===== src/rtl/fkhc_pkg.sv =====
// Shared types, codes and the hash step of the form key hash collision detector.
// No dependencies; every other file in rtl/ refers to it by scoped names.
package fkhc_pkg;

  localparam int unsigned ByteW  = 8;
  localparam int unsigned HashW  = 32;
  localparam int unsigned CountW = 24;
  localparam int unsigned LimitW = 16;
  localparam int unsigned CfgW   = 24;

  localparam logic [HashW-1:0]  HashSeed  = 32'd5381;
  localparam int unsigned       HashShift = 5;
  localparam logic [ByteW-1:0]  KeyEnd    = 8'h3D;  // '='
  localparam logic [ByteW-1:0]  PairEnd   = 8'h26;  // '&'
  localparam logic [CountW-1:0] CountMax  = 24'hFFFFFF;

  localparam logic [LimitW-1:0] ScanLimitRst = 16'd1024;
  localparam logic [CountW-1:0] MinBodyRst   = 24'd1024;

  // register indexes of the configuration port
  localparam logic CfgScanLimit = 1'b0;
  localparam logic CfgMinBody   = 1'b1;

  // verdict codes
  localparam logic [1:0] VerdictShort  = 2'd0;
  localparam logic [1:0] VerdictClean  = 2'd1;
  localparam logic [1:0] VerdictAttack = 2'd2;

  typedef struct packed {
    logic [1:0]       verdict;
    logic [HashW-1:0] first_key_hash;
  } result_t;

  // ASCII upper-casing of 'a'..'z' only
  function automatic logic [ByteW-1:0] upper_ascii(input logic [ByteW-1:0] b);
    logic [ByteW-1:0] r;
    r = b;
    if (b >= 8'h61 && b <= 8'h7A) begin
      r = b - 8'h20;
    end
    return r;
  endfunction

  // h * 33 xor upper(b), modulo 2^32
  function automatic logic [HashW-1:0] hash_step(input logic [HashW-1:0] h,
                                                 input logic [ByteW-1:0] b);
    return ((h << HashShift) + h) ^ {{(HashW-ByteW){1'b0}}, upper_ascii(b)};
  endfunction

endpackage


===== src/rtl/fkhc_in_if.sv =====
// Input channel of the form key hash collision detector: one body byte per item.
// Uses fkhc_pkg for the byte width.
interface fkhc_in_if;
  logic                      valid;
  logic                      ready;
  logic [fkhc_pkg::ByteW-1:0] body_byte;
  logic                      end_of_body;

  modport source (output valid, body_byte, end_of_body, input ready);
  modport sink   (input valid, body_byte, end_of_body, output ready);
endinterface


===== src/rtl/fkhc_out_if.sv =====
// Output channel of the form key hash collision detector: one verdict per body.
// Uses fkhc_pkg for the hash width.
interface fkhc_out_if;
  logic                       valid;
  logic                       ready;
  logic [1:0]                 verdict;
  logic [fkhc_pkg::HashW-1:0] first_key_hash;

  modport source (output valid, verdict, first_key_hash, input ready);
  modport sink   (input valid, verdict, first_key_hash, output ready);
endinterface


===== src/rtl/fkhc_cfg.sv =====
// Configuration registers (scan limit, minimum body length) behind a plain write port.
// Uses fkhc_pkg for widths, register indexes and reset values.
module fkhc_cfg (
  input  logic                          clk_i,
  input  logic                          rst_ni,
  input  logic                          cfg_we_i,
  input  logic                          cfg_index_i,
  input  logic [fkhc_pkg::CfgW-1:0]     cfg_wdata_i,
  output logic [fkhc_pkg::LimitW-1:0]   scan_limit_o,
  output logic [fkhc_pkg::CountW-1:0]   min_body_o
);

  logic [fkhc_pkg::LimitW-1:0] scan_limit_q, scan_limit_d;
  logic [fkhc_pkg::CountW-1:0] min_body_q, min_body_d;

  // decode the write
  always_comb begin
    scan_limit_d = scan_limit_q;
    min_body_d   = min_body_q;
    if (cfg_we_i) begin
      unique case (cfg_index_i)
        fkhc_pkg::CfgScanLimit: scan_limit_d = cfg_wdata_i[fkhc_pkg::LimitW-1:0];
        fkhc_pkg::CfgMinBody:   min_body_d   = cfg_wdata_i[fkhc_pkg::CountW-1:0];
        default: ;
      endcase
    end
  end

  always_ff @(posedge clk_i or negedge rst_ni) begin
    if (!rst_ni) begin
      scan_limit_q <= fkhc_pkg::ScanLimitRst;
      min_body_q   <= fkhc_pkg::MinBodyRst;
    end else begin
      scan_limit_q <= scan_limit_d;
      min_body_q   <= min_body_d;
    end
  end

  assign scan_limit_o = scan_limit_q;
  assign min_body_o   = min_body_q;

endmodule


===== src/rtl/fkhc_scan.sv =====
// Per-body scan state: key phase, running and saved hash, byte count, attack flag.
// Uses fkhc_pkg for the hash step, constants and the result struct.
module fkhc_scan (
  input  logic                         clk_i,
  input  logic                         rst_ni,
  input  logic                         step_i,
  input  logic [fkhc_pkg::ByteW-1:0]   byte_i,
  input  logic                         last_i,
  input  logic [fkhc_pkg::LimitW-1:0]  scan_limit_i,
  input  logic [fkhc_pkg::CountW-1:0]  min_body_i,
  output fkhc_pkg::result_t            result_o
);

  localparam logic [1:0] PhKey1 = 2'd0;
  localparam logic [1:0] PhSkip = 2'd1;
  localparam logic [1:0] PhKey2 = 2'd2;
  localparam logic [1:0] PhDone = 2'd3;

  logic [1:0]                  phase_q, phase_d;
  logic [fkhc_pkg::HashW-1:0]  run_hash_q, run_hash_d;
  logic [fkhc_pkg::HashW-1:0]  saved_hash_q, saved_hash_d;
  logic [fkhc_pkg::CountW-1:0] count_q, count_d;
  logic                        attack_q, attack_d;
  logic                        in_scan;
  logic [fkhc_pkg::HashW-1:0]  stepped_hash;

  assign in_scan      = count_q < {{(fkhc_pkg::CountW-fkhc_pkg::LimitW){1'b0}}, scan_limit_i};
  assign stepped_hash = fkhc_pkg::hash_step(run_hash_q, byte_i);

  // advance the key state machine by one byte
  always_comb begin
    phase_d      = phase_q;
    run_hash_d   = run_hash_q;
    saved_hash_d = saved_hash_q;
    attack_d     = attack_q;
    if (in_scan) begin
      unique case (phase_q)
        PhKey1: begin
          if (byte_i == fkhc_pkg::KeyEnd) begin
            saved_hash_d = run_hash_q;
            phase_d      = PhSkip;
          end else begin
            run_hash_d = stepped_hash;
          end
        end
        PhSkip: begin
          if (byte_i == fkhc_pkg::PairEnd) begin
            run_hash_d = fkhc_pkg::HashSeed;
            phase_d    = PhKey2;
          end
        end
        PhKey2: begin
          if (byte_i == fkhc_pkg::KeyEnd) begin
            attack_d = (run_hash_q == saved_hash_q);
            phase_d  = PhDone;
          end else begin
            run_hash_d = stepped_hash;
          end
        end
        default: ;
      endcase
    end
    count_d = (count_q < fkhc_pkg::CountMax) ? count_q + 1'b1 : count_q;
  end

  // verdict from the state after this byte
  always_comb begin
    if (count_d < min_body_i) begin
      result_o.verdict = fkhc_pkg::VerdictShort;
    end else if (attack_d) begin
      result_o.verdict = fkhc_pkg::VerdictAttack;
    end else begin
      result_o.verdict = fkhc_pkg::VerdictClean;
    end
    result_o.first_key_hash = (phase_d == PhKey1) ? '0 : saved_hash_d;
  end

  // hold between bytes, clear after the final byte of a body
  always_ff @(posedge clk_i or negedge rst_ni) begin
    if (!rst_ni) begin
      phase_q      <= PhKey1;
      run_hash_q   <= fkhc_pkg::HashSeed;
      saved_hash_q <= '0;
      count_q      <= '0;
      attack_q     <= 1'b0;
    end else if (step_i) begin
      if (last_i) begin
        phase_q      <= PhKey1;
        run_hash_q   <= fkhc_pkg::HashSeed;
        saved_hash_q <= '0;
        count_q      <= '0;
        attack_q     <= 1'b0;
      end else begin
        phase_q      <= phase_d;
        run_hash_q   <= run_hash_d;
        saved_hash_q <= saved_hash_d;
        count_q      <= count_d;
        attack_q     <= attack_d;
      end
    end
  end

  a_clear_after_last: assert property (@(posedge clk_i) disable iff (!rst_ni)
    step_i && last_i |=> phase_q == PhKey1 && count_q == '0 && !attack_q)
    else $error("scan state not cleared after final byte");

  a_attack_only_done: assert property (@(posedge clk_i) disable iff (!rst_ni)
    attack_q |-> phase_q == PhDone)
    else $error("attack flag set before second key ended");

  a_saved_zero_key1: assert property (@(posedge clk_i) disable iff (!rst_ni)
    phase_q == PhKey1 |-> saved_hash_q == '0)
    else $error("saved hash nonzero during first key");

endmodule


===== src/rtl/form_key_hash_collision_detector.sv =====
// Top level of the form key hash collision detector: input register, scan, result register.
// Uses fkhc_pkg, fkhc_in_if, fkhc_out_if, fkhc_cfg and fkhc_scan.
//
// The block takes one body byte per clock while no final byte waits on a pending result: the
// case-folded hash update (h*33 xor byte), the '=' / '&' compares and the saturating byte
// count form a combinational path from the input register into the scan state registers. The
// verdict is loaded into the result register when the final byte of a body steps out of the
// input register, and is held there until taken; while it waits, non-final bytes of the next
// body keep flowing, and only another final byte waits for the result to be taken. There is
// no clearing pass after reset. Write the scan limit (index 0) and the minimum body length
// (index 1) only between bodies.
module form_key_hash_collision_detector (
  input  logic                       clk_i,
  input  logic                       rst_ni,
  fkhc_in_if.sink                    in_i,
  fkhc_out_if.source                 out_o,
  input  logic                       cfg_we_i,
  input  logic                       cfg_index_i,
  input  logic [fkhc_pkg::CfgW-1:0]  cfg_wdata_i
);

  logic [fkhc_pkg::LimitW-1:0] scan_limit;
  logic [fkhc_pkg::CountW-1:0] min_body;

  logic                       s1_valid_q;
  logic [fkhc_pkg::ByteW-1:0] s1_byte_q;
  logic                       s1_last_q;
  logic                       s1_step;
  logic                       in_take;

  logic                       out_valid_q;
  fkhc_pkg::result_t          out_res_q;
  fkhc_pkg::result_t          scan_res;

  fkhc_cfg u_cfg (
    .clk_i        (clk_i),
    .rst_ni       (rst_ni),
    .cfg_we_i     (cfg_we_i),
    .cfg_index_i  (cfg_index_i),
    .cfg_wdata_i  (cfg_wdata_i),
    .scan_limit_o (scan_limit),
    .min_body_o   (min_body)
  );

  // a final byte needs a free result register; other bytes always proceed
  assign s1_step = s1_valid_q && (!s1_last_q || !out_valid_q || out_o.ready);
  assign in_take = in_i.valid && in_i.ready;
  assign in_i.ready = !s1_valid_q || s1_step;

  // input register
  always_ff @(posedge clk_i or negedge rst_ni) begin
    if (!rst_ni) begin
      s1_valid_q <= 1'b0;
    end else if (in_i.ready) begin
      s1_valid_q <= in_i.valid;
    end
  end

  always_ff @(posedge clk_i) begin
    if (in_take) begin
      s1_byte_q <= in_i.body_byte;
      s1_last_q <= in_i.end_of_body;
    end
  end

  fkhc_scan u_scan (
    .clk_i        (clk_i),
    .rst_ni       (rst_ni),
    .step_i       (s1_step),
    .byte_i       (s1_byte_q),
    .last_i       (s1_last_q),
    .scan_limit_i (scan_limit),
    .min_body_i   (min_body),
    .result_o     (scan_res)
  );

  // result register
  always_ff @(posedge clk_i or negedge rst_ni) begin
    if (!rst_ni) begin
      out_valid_q <= 1'b0;
    end else begin
      out_valid_q <= (out_valid_q && !out_o.ready) || (s1_step && s1_last_q);
    end
  end

  always_ff @(posedge clk_i) begin
    if (s1_step && s1_last_q) begin
      out_res_q <= scan_res;
    end
  end

  assign out_o.valid          = out_valid_q;
  assign out_o.verdict        = out_res_q.verdict;
  assign out_o.first_key_hash = out_res_q.first_key_hash;

  a_verdict_code: assert property (@(posedge clk_i) disable iff (!rst_ni)
    out_valid_q |-> out_res_q.verdict != 2'd3)
    else $error("undefined verdict code on output");

  a_final_gives_result: assert property (@(posedge clk_i) disable iff (!rst_ni)
    s1_step && s1_last_q |=> out_valid_q)
    else $error("final byte did not load a result");

  a_final_waits: assert property (@(posedge clk_i) disable iff (!rst_ni)
    s1_valid_q && s1_last_q && out_valid_q && !out_o.ready |-> !s1_step && !in_i.ready)
    else $error("final byte advanced over a pending result");

endmodule

===== src/flat_wrapper.sv =====
// flat-port wrapper written by rule: the top's interface ports become plain ports
module form_key_hash_collision_detector_flat 
  (clk_i, rst_ni, cfg_we_i, cfg_index_i, cfg_wdata_i, in_i_valid, in_i_body_byte, in_i_end_of_body, in_i_ready, out_o_valid, out_o_verdict, out_o_first_key_hash, out_o_ready);
  fkhc_in_if in_i_i ();
  fkhc_out_if out_o_i ();
  input  logic clk_i;
  input  logic rst_ni;
  input  logic cfg_we_i;
  input  logic cfg_index_i;
  input  logic [fkhc_pkg::CfgW-1:0] cfg_wdata_i;
  input wire logic [$bits(in_i_i.valid)-1:0] in_i_valid;
  input wire logic [$bits(in_i_i.body_byte)-1:0] in_i_body_byte;
  input wire logic [$bits(in_i_i.end_of_body)-1:0] in_i_end_of_body;
  output wire logic [$bits(in_i_i.ready)-1:0] in_i_ready;
  output wire logic [$bits(out_o_i.valid)-1:0] out_o_valid;
  output wire logic [$bits(out_o_i.verdict)-1:0] out_o_verdict;
  output wire logic [$bits(out_o_i.first_key_hash)-1:0] out_o_first_key_hash;
  input wire logic [$bits(out_o_i.ready)-1:0] out_o_ready;
  assign in_i_i.valid = in_i_valid;
  assign in_i_i.body_byte = in_i_body_byte;
  assign in_i_i.end_of_body = in_i_end_of_body;
  assign in_i_ready = in_i_i.ready;
  assign out_o_valid = out_o_i.valid;
  assign out_o_verdict = out_o_i.verdict;
  assign out_o_first_key_hash = out_o_i.first_key_hash;
  assign out_o_i.ready = out_o_ready;
  form_key_hash_collision_detector u_core (.clk_i(clk_i), .rst_ni(rst_ni), .in_i(in_i_i), .out_o(out_o_i), .cfg_we_i(cfg_we_i), .cfg_index_i(cfg_index_i), .cfg_wdata_i(cfg_wdata_i));
endmodule

===== config.mk =====
export PLATFORM = sky130hd
export DESIGN_NAME = form_key_hash_collision_detector_flat
export DESIGN_NICKNAME = d
export VERILOG_FILES = /design/src/rtl/fkhc_pkg.sv /design/src/rtl/fkhc_in_if.sv /design/src/rtl/fkhc_out_if.sv /design/src/rtl/fkhc_cfg.sv /design/src/rtl/fkhc_scan.sv /design/src/rtl/form_key_hash_collision_detector.sv /design/src/flat_wrapper.sv
export SDC_FILE = /design/constraint.sdc
export NUM_CORES = 1
export LEC_CHECK = 0
export BUFFER_PORTS_ARGS = -buffer_cell sky130_fd_sc_hd__clkbuf_2
export CAP_MARGIN = 20
export CELL_PAD_IN_SITES_DETAIL_PLACEMENT = 0
export CELL_PAD_IN_SITES_GLOBAL_PLACEMENT = 1
export CORE_MARGIN = 10
export CORE_UTILIZATION = 45
export DETAILED_ROUTE_END_ITERATION = 12
export GPL_TIMING_DRIVEN = 0
export PLACE_DENSITY = 0.79
export SYNTH_ARGS = -nofsm -noshare
export SYNTH_HDL_FRONTEND = slang
export SYNTH_SLANG_ARGS = --single-unit

===== constraint.sdc =====
create_clock -name clk_i -period 4.2 [get_ports clk_i]
set_input_delay 0.42 -clock clk_i [delete_from_list [all_inputs] [get_ports clk_i]]
set_output_delay 0.42 -clock clk_i [all_outputs]
set_load 0.05 [all_outputs]

==> flow_summary_export.csv <==
group,metric,value,unit
status,outcome,"finished clean",
sta,tns,0,ns
sta,fmax,0.2539,GHz
power,switching_power,2.149,mW
synth,synth-seq-area-share,44.42,%
layout,multiInputGateArea,0.005341,mm²
sta,hold_viol_final,0,
cts,clock-sinks,176,
synth,synthMuxAreaShare,2.906,%
global_routing,grt_pass1_wl,43950,µm
power,p_sw_share,37.37,%
routing,dr_total_vias,8189,
synth,synth_ff_type,"dfrtp_1",
worst_setup_path,crit_fanout,7,
synth,synth_top_family_by_area,"compound AO/OA/AOI/OAI gates",
worst_setup_path,worst_r2r_path_depth,15,
hold_path,min_to,"u_core.s1_byte_q[6]",
power,clock_power_share,27.3,%
layout,drive_above_1_share,17.43,%
placed_design,place_area,0.01118,mm²
worst_setup_path,r2r_end,"u_core.out_o.verdict[1]",
sta,tightestPinTransition,0.9387,ns
worst_setup_path,worstSetupEndpointType,"register",
synth,yosys-top-cells-area,"dfrtp_1 (30%), edfxtp_1 (12%), ha_1 (7.9%), nand2_1 (6.0%), xor2_1 (4.5%)",
routing,first_pass_iters,5,
power,ir_worst_vdd,0.3007,mV
sta,post-route-period-util,93.76,%
routing,route.detailed.drc,0,
layout,fin_cells,1444,
cts,path_clk_slew,0.07,ns
synth,synth_xor_xnor_area_share,6.641,%
die,initial_core_util,45.88,%
die,rows,55,
synth,synth_enable_flop_cells,43,
global_routing,grt_overflow,0,
sta,layout_min_cycle_time,3.938,ns
layout,final_cell_area,0.01178,mm²
global_routing,antenna_found_initial,0,
synth,synth_simple_gate_area_share,14.66,%
sta,drv_slew,0,
cts,cts_root_buf,"clkbuf_16",
job,max-cap-violations,0,
routing,wl_per_cell,18.65,µm
power,p_int,3.602,mW
worst_setup_path,cp_slowest_cell,"a2111oi_4",
layout,register_area,0.004628,mm²
routing,via_per_inst,5.671,
die,die_y,172.2,µm
synth,syn-cell-area,0.01042,mm²
worst_setup_path,critPathMostFrequentCell,"a21o_1",
synth,synth-warning-count,0,
placed_design,port_buffers,74,
worst_setup_path,cp.arrival,4.13,ns
routing,postRouteAntennaNets,0,
cts,clk_latency,0.44,ns
sta,slew_headroom,37.42,%
worst_setup_path,r2r_start,"u_core.u_scan.count_q[0]",
layout,utilization,51.88,%
die,ios,75,
layout,n_antenna_cell,0,
global_routing,track_usage,18.78,%
worst_setup_path,start_kind,"register",
cts,cts_made_buffers,17,
power,seq_power_share,39.6,%
synth,synth_adder_area_share,8.118,%
routing,drt_iter0_drc,675,
synth,synth-compound-area-share,18.89,%
routing,drt-total-wl,26920,µm
synth,async_flop_share,75.57,%
cts,cts_tree,"built",
synth,synthCells,1050,
synth,synth_top_area_share,30.26,%
synth,yosys_register_bits,176,
layout,nets,1252,
sta,hold_slack,0.1493,ns
sta,clock_skew,0.01270,ns
hold_path,hold_path_class,"in -> reg",
power,power_density,488.1,mW/mm²
global_routing,grt_pass1_vias,7980,
worst_setup_path,slowest_delay,0.48,ns
global_routing,grt_max_degree,90,
die,core,0.02271,mm²
worst_setup_path,cp.required,4.39,ns
worst_setup_path,cp_cell_sequence,"ha_2 -> and4_2 -> a2111oi_4 -> buf_4 -> nand3_1 -> xnor2_1 -> ha_1 -> a21o_1 -> a21o_1 -> a21oi_1 -> o21ai_0 -> o21bai_1 -> a31oi_1 -> o31a_1 -> nor2_1",
worst_setup_path,crit_start,"u_core.u_scan.count_q[0]",
die,die_area,0.02964,mm²
cts,htree_num_levels,4,
hold_path,hp-start,"in_i_body_byte[6]",
layout,synthToLayoutAreaGrowth,13.09,%
worst_setup_path,reg2reg_setup_slack,0.26,ns
die,fp.dieW,172.2,µm
sta,setup_viol,0,
placed_design,dp_slack,-0.03539,ns
layout,fillers,2107,
synth,yosys.area.top_type,"dfrtp_1",
synth,synth.avg_cell_area,9.923,µm²
power,p_leak,5.383,nW
hold_path,hold_depth,1,
placed_design,hpwlAfterDp,19660,µm
worst_setup_path,path_class,"reg -> reg",
cts,cts_buffer_depth,2,
synth,synth.distinct_cells,81,
synth,synth_fp_nets,1156,
power,power,5.751,mW
sta,rsz0062_at_grt,"no",
power,combPwrFrac,33.1,%
sta,layout_setup_ws,0.2619,ns
placed_design,dp_cells,1410,
placed_design,gp_congestion,0.8897,
[sequential cells by signal (all words and copies together), names as in the netlist, 2 cells and up]
signal,flops
u_core.u_scan.phase_q,2
u_core.u_scan.saved_hash_q,32
u_core.u_scan.count_q,24
u_core.u_cfg.min_body_o,24
u_core.out_o.verdict,2
u_core.out_o.first_key_hash,32
u_core.s1_byte_q,8
u_core.u_cfg.scan_limit_o,16
u_core.u_scan.run_hash_q,32
[cell type report]
cell class              instances  share of cell area, %
clock inverters                11                 0.7752
clock buffers                  21                  4.099
inverters                      54                  1.720
plain buffers                  47                  2.103
multi-input cells             772                  45.33
well taps                     285                  3.026
repair buffers                 78                  3.664
flip-flops and latches        176                  39.28
[worst max-delay path: cells and delay by family, from the launching register on]
| kind | cells | cell delay, ns |
|---|---|---|
| adder cells (fa/ha/maj) | 2 | 0.58 |
| flip-flops | 1 | 0.46 |
| AO/OA/AOI/OAI | 8 | 1.81 |
| AND/OR/NAND/NOR | 3 | 0.50 |
| XOR/XNOR | 1 | 0.15 |
| buffers and inverters | 1 | 0.20 |
[metal layers]
metal | wire, µm | global-route usage, %
met1 | 13620 | 27.88
met2 | 11460 | 27.21
met3 | 1443 | 3.625
met4 | 403 | 4.835
met5 | 0 | 0
[cells by family after synthesis]
logic type	Yosys count
and+or+nand+nor	314
AOI/OAI and AO/OA	285
muxes	27
buffers and inverters	102
xor gates and xnor gates	79
DFF	176
adders and majority gates	67
[what timing repair did]
item | in CTS | in global routing
buffers inserted | 2 | 0
hold buffers | 1 | 0
pin swaps | 1 | 1
endpoints found under the hold margin | 41 | 0
setup endpoints to repair | 2 | 2
cloned | 0 | 0
resized for setup | 0 | 2
[power by group through the flow]
stage               Clock, mW  Combinational (mW)  Sequential [mW]
finish                   1.57                1.90             2.28
global route             1.67                2.13             2.31
CTS                      1.59                1.90             2.27
detailed placement          0                1.88             2.30
global placement            0                1.86             2.30
floorplan                   0                1.43             2.24
[cell usage after synthesis, types with 7 or more instances]
cell type,instances
xnor2_1,25
xor2_1,54
buf_2,15
inv_1,54
and3_1,8
a21oi_1,60
o31ai_1,24
nand2b_1,8
nor2b_1,7
a22o_1,36
nand3_1,15
mux2_2,26
o21ai_0,74
a31oi_1,9
ha_1,66
nor4_1,9
dfstp_2,7
nor2_1,43
a21o_1,14
nand4_1,17
dfrtp_1,126
nand2_1,166
clkbuf_1,22
o21ai_1,13
edfxtp_1,43
a211oi_1,7
[cell usage in the layout (no fill, tap or decap), drive strengths merged, types with 5 or more instances in the layout]
| master | n |
|---|---|
| a31oi | 10 |
| a22o | 36 |
| edfxtp | 43 |
| nor2b | 8 |
| o31ai | 24 |
| a21oi | 61 |
| mux2 | 26 |
| buf | 29 |
| nor4 | 11 |
| inv | 60 |
| nor3 | 8 |
| a211oi | 8 |
| and4 | 5 |
| xnor2 | 25 |
| nand4 | 20 |
| o21ai | 92 |
| a21o | 14 |
| nand2 | 166 |
| nor2 | 44 |
| dfrtp | 126 |
| and2 | 5 |
| o21a | 5 |
| dfstp | 7 |
| nand3 | 16 |
| ha | 66 |
| o21bai | 6 |
| clkbuf | 116 |
| xor2 | 54 |
| and3 | 11 |
| nand2b | 8 |
[worst max path at each step]
stage                              endpoint  cells past startpoint
finish              u_core.out_o.verdict[1]                     15
floorplan           u_core.out_o.verdict[1]                     14
detailed placement  u_core.out_o.verdict[1]                     14
global placement    u_core.out_o.verdict[1]                     14
CTS                 u_core.out_o.verdict[1]                     15
global route        u_core.out_o.verdict[1]                     15
(Power assumes the default switching activity.)
